===== config.mk =====
export PLATFORM = sky130hd
export DESIGN_NAME = ship_victim
export DESIGN_NICKNAME = d
export VERILOG_FILES = /design/src/ship_pkg.sv /design/src/ship_victim.sv
export SDC_FILE = /design/constraint.sdc
export NUM_CORES = 1
export LEC_CHECK = 0
export BUFFER_PORTS_ARGS = -buffer_cell sky130_fd_sc_hd__buf_2
export CORE_AREA = 3 3 177 179
export DETAILED_ROUTE_END_ITERATION = 7
export DIE_AREA = 0 0 180 182
export PLACE_DENSITY = 0.32
export SLEW_MARGIN = 20
export SYNTH_ARGS = -nofsm -noshare
export SYNTH_HDL_FRONTEND = slang
export SYNTH_SLANG_ARGS = --single-unit

===== constraint.sdc =====
create_clock -name vclk -period 7.5
set_input_delay 0.375 -clock vclk [all_inputs]
set_output_delay 0.375 -clock vclk [all_outputs]
set_load 0.03 [all_outputs]

===== src/ship_pkg.sv =====
// Shared types, constants and helper functions of the signature-based RRIP replacement block.
// Used by ship_victim and ship_rrip_replacement. It depends on nothing else.
package ship_pkg;

    // Sizing. SETS, WAYS and COUNTER_ENTRIES must be powers of two.
    localparam int SETS            = 2048;
    localparam int WAYS            = 16;
    localparam int COUNTER_ENTRIES = 1024;
    localparam int RRPV_W          = 2;
    localparam int CTR_W           = 3;

    // The signature is ten bits wide. The address loses its line offset first.
    localparam int SIG_W      = 10;
    localparam int LINE_SHIFT = 6;

    localparam int SET_AW      = (SETS > 1) ? $clog2(SETS) : 1;
    localparam int WAY_AW      = $clog2(WAYS);
    localparam int CTR_AW      = $clog2(COUNTER_ENTRIES);
    localparam int RRPV_LEVELS = 1 << RRPV_W;

    localparam logic [RRPV_W-1:0] RRPV_MAX = '1;
    localparam logic [CTR_W-1:0]  CTR_MAX  = '1;
    localparam logic [CTR_W-1:0]  CTR_INIT = CTR_MAX / 2;

    // The clearing pass covers both memories in one sweep.
    localparam int CLR_LEN = (SETS > COUNTER_ENTRIES) ? SETS : COUNTER_ENTRIES;
    localparam int CLR_W   = $clog2(CLR_LEN);

    // Stream widths: the input tdata is padded to whole bytes.
    localparam int IN_FIELDS_W = 11 + 4 + 10 + 16;
    localparam int IN_TDATA_W  = ((IN_FIELDS_W + 7) / 8) * 8;
    localparam int OUT_TDATA_W = 8;

    // Per-way state of one cache line.
    typedef struct packed {
        logic [RRPV_W-1:0] rrpv;
        logic              valid;
        logic              reuse;
        logic [SIG_W-1:0]  sig;
    } t_line;

    typedef t_line [WAYS-1:0] t_row;

    localparam int ROW_W = $bits(t_row);

    // Outcome of the victim search on one set.
    typedef struct packed {
        logic [WAY_AW-1:0] way;
        t_row              row;
    } t_victim;

    // Contents of a set row after reset.
    function automatic t_row reset_row();
        t_row r;
        for (int w = 0; w < WAYS; w++) begin
            r[w].rrpv  = RRPV_MAX;
            r[w].valid = 1'b0;
            r[w].reuse = 1'b0;
            r[w].sig   = '0;
        end
        return r;
    endfunction

    // Counter table slot of a signature: the low bits of the signature.
    function automatic logic [CTR_AW-1:0] sig_slot(input logic [SIG_W-1:0] sig);
        logic [SIG_W+CTR_AW-1:0] wide;
        wide = {{CTR_AW{1'b0}}, sig};
        return wide[CTR_AW-1:0];
    endfunction

endpackage


===== src/ship_victim.sv =====
// Victim search and ageing over one set row read from the set memory.
// Depends on ship_pkg for the line and row types.
module ship_victim (
    input  ship_pkg::t_row    i_row,
    output ship_pkg::t_victim o_victim
);

    logic                               any_inv;
    logic [ship_pkg::WAY_AW-1:0]        inv_way;
    logic [ship_pkg::RRPV_LEVELS-1:0]   present;
    logic [ship_pkg::RRPV_W-1:0]        max_val;
    logic [ship_pkg::RRPV_W-1:0]        delta;
    logic [ship_pkg::WAY_AW-1:0]        max_way;
    ship_pkg::t_row                     aged;

    // Ageing until one way reaches the maximum is the same as adding the
    // distance between the largest value in the set and the maximum.
    always_comb begin
        any_inv = 1'b0;
        inv_way = '0;
        for (int w = ship_pkg::WAYS - 1; w >= 0; w--) begin
            if (!i_row[w].valid) begin
                any_inv = 1'b1;
                inv_way = ship_pkg::WAY_AW'(w);
            end
        end

        present = '0;
        for (int w = 0; w < ship_pkg::WAYS; w++) begin
            present[i_row[w].rrpv] = 1'b1;
        end

        max_val = '0;
        for (int v = 0; v < ship_pkg::RRPV_LEVELS; v++) begin
            if (present[v]) begin
                max_val = ship_pkg::RRPV_W'(v);
            end
        end
        delta = ship_pkg::RRPV_MAX - max_val;

        max_way = '0;
        for (int w = ship_pkg::WAYS - 1; w >= 0; w--) begin
            if (i_row[w].rrpv == max_val) begin
                max_way = ship_pkg::WAY_AW'(w);
            end
        end

        aged = i_row;
        if (!any_inv) begin
            for (int w = 0; w < ship_pkg::WAYS; w++) begin
                aged[w].rrpv = i_row[w].rrpv + delta;
            end
        end

        o_victim.way = any_inv ? inv_way : max_way;
        o_victim.row = aged;
    end

endmodule


==> results.py <==
metrics = {
    "clock_network": {
        "cts_hold_buf": 0,
        "postCtsSetupBuffers": 0,
        "postCtsResizedCells": 0,
    },
    "timing": {
        "totalNegativeSetupSlack_ns": 0,
        "rsz0062_at_grt": "false",
        "holdWs_ns": 0.750,
        "final_hold_viol_count": 0,
        "worst_pin_slew_ns": 0.946,
        "setup_viol": 0,
        "period_needed_ns": 4.14,
        "finalMaxSlewViolations": 0,
        "fin_crit_sh_pct": 55.2,
        "maxSlewHeadroom_pct": 36.6,
        "fin_ws_ns": 3.36,
        "clock.fmax_mhz": 242,
    },
    "grt": {
        "grt_pass1_vias": 2433,
        "grt_pass1_wl_microns": 18400,
        "antenna_found_initial": 6,
        "grt_max_degree": 53,
        "track_usage_pct": 7.54,
        "overflow": 0,
    },
    "setup_path": {
        "slowest_stage": "a21boi_2",
        "crit_path_frequent_cell": "buf_2",
        "cp.buffers_inverters": 3,
        "crit_path_end_kind": "primary output",
        "critical_path.top_delay_family": "compound AO/OA/AOI/OAI gates",
        "critPathLaunchType": "primary input",
        "critPathMaxStageDelay_ns": 0.73,
        "crit_fanout": 16,
        "path_depth": 13,
        "required_ns": 7.12,
        "crit_type": "primary input to primary output",
        "cp_cell_sequence": "buf_2, inv_1, a22o_1, a221oi_1, nor2b_1, nand3_1, a21boi_2, ha_1, o21ai_0, and4_1, or3b_1, o22ai_2, buf_2",
        "arrival_ns": 3.77,
    },
    "placement": {
        "port_buffers": 100,
        "dp_hpwl_microns": 11700,
        "place_ws_ns": 3.29,
        "place_congestion": 0.746,
        "dp.cells": 709,
    },
    "routing": {
        "wl_per_cell_microns": 19.2,
        "wl_met1_microns": 4500,
        "dr_wl_met3_microns": 2070,
        "drc_errors": 0,
        "wl_microns": 13600,
        "drtIter0Drc": 167,
        "avgViaCountPerCell": 3.43,
        "drt_pre_antenna_iters": 6,
        "met2_length_microns": 6190,
        "ant_nets": 0,
        "top_layer": "met5",
        "via_count": 2436,
    },
    "die": {
        "initial_core_util_pct": 10.4,
        "chipWidth_microns": 180,
        "core_area_sq_mm": 0.0297,
        "rows": 63,
        "fp.dieArea_sq_mm": 0.0328,
        "die_height_microns": 182,
        "ios": 452,
    },
    "yosys": {
        "syn_nets": 661,
        "synth_cells": 421,
        "synth_compound_area_share_pct": 27.6,
        "yosysWarningCount": 0,
        "syn_avg_cell_area_sq_um": 7.34,
        "yosysUniqueCellTypes": 53,
        "synthSimpleGateAreaFrac_pct": 9.31,
        "synth_top_family_by_area": "buffers and inverters",
        "synthAdderAreaFrac_pct": 6.48,
        "syn-cell-area_sq_mm": 0.00309,
        "synthXorXnorAreaFrac_pct": 0,
        "synth_mux_area_share_pct": 5.10,
        "synth.yosys.seq_area_share_pct": 0,
    },
    "hold_path": {
        "holdPathStages": 0,
        "hp-class": "primary input to primary output",
    },
    "layout": {
        "final_nets": 561,
        "seq_cells": 0,
        "fillers": 3485,
        "regArea_sq_um": 0,
        "syn2layout_area_growth_pct": -16.1,
        "multi_input_area_sq_mm": 0.00151,
        "drive_gt1_share_pct": 41.1,
        "nClkBuffers": 0,
        "fin_cells": 710,
    },
    "flow_run": {
        "cap_violations": 0,
    },
    "power_and_ir_drop": {
        "vdd_ir_drop_max_uv": 11.9,
        "finalPower_w": 0.000134,
        "power_density_mw_per_mm2": 51.8,
        "leakagePower_nw": 1.19,
    },
    "status": {
        "run_status": "finished clean",
    },
}
## final timing paths
check	from	endpoint	slack (ns)
worst max-delay path	i_row[209]	o_victim[227]	3.36
worst min-delay path	i_row[105]	o_victim[105]	0.75
## power breakdown
part | internal (W) | leakage (nW) | switching (W)
logic | 0.0000451 | 1.19 | 0.0000894
registers | 0 | 0 | 0
clock network | 0.0000000000178 | 0.00000634 | 0
## layout by cell type, fill, tap and decap left out, drive strengths merged, types with 2 or more instances in the layout
cell type and count:
o21a 4, a21oi 4, o31ai 2, a21o 16, or2b 3, nand4 4
o2111ai 4, buf 101, inv 23, a31oi 2, a221oi 7, nor2 3
o21ai 38, o22ai 2, o211ai 2, and4 3, and2 3, a22o 7
nand3 3, nand2 10, mux2 14, nor2b 3, a22oi 17, a21boi 4
ha 16, nand2b 11
## layout make-up
type | count | share of cell area [%]
multi-input cells | 195 | 58.2
inverters | 23 | 3.33
well taps | 390 | 18.8
repair buffers | 101 | 19.6
diodes | 1 | 0.0964
## metal layers
metal	up-vias	track usage (%)
met5	-	0
met1	1070	7.71
met3	100	4.67
li1	1082	-
met2	174	12.2
met4	10	3.71
## synth_stat cells, types with 4 or more instances
cell	instances	area share [%]
buf_4	192	47
o21ai_0	26	4.2
inv_1	23	2.8
a22oi_1	17	4.1
a21o_1	16	3.9
ha_1	16	6.5
mux2_2	14	5.1
nand2b_1	11	2.2
nand2_1	10	1.2
o21ai_1	8	1.3
a221oi_1	7	2.0
a22o_1	7	2.0
a21oi_1	4	0.65
buf_2	4	0.65
clkbuf_1	4	0.49
nand4_1	4	0.81
o21ai_2	4	1.1
## through the flow
stage	instance area, sq um	util [%]
6_report	2590	8.73
5_1_grt	2590	8.72
4_1_cts	2590	8.72
3_5_place_dp	2590	8.72
3_3_place_gp	2590	8.72
2_1_floorplan	3090	-
## logic make-up (layout without fill, tap and decap cells)
kind of cell,after synthesis,after routing
AO/OA/AOI/OAI,117,117
adder cells (fa/ha/maj),16,16
buffers and inverters,226,124
multiplexers,14,14
other,0,1
AND/OR/NAND/NOR,48,48
No activity file was read; power rests on OpenSTA's default activity.
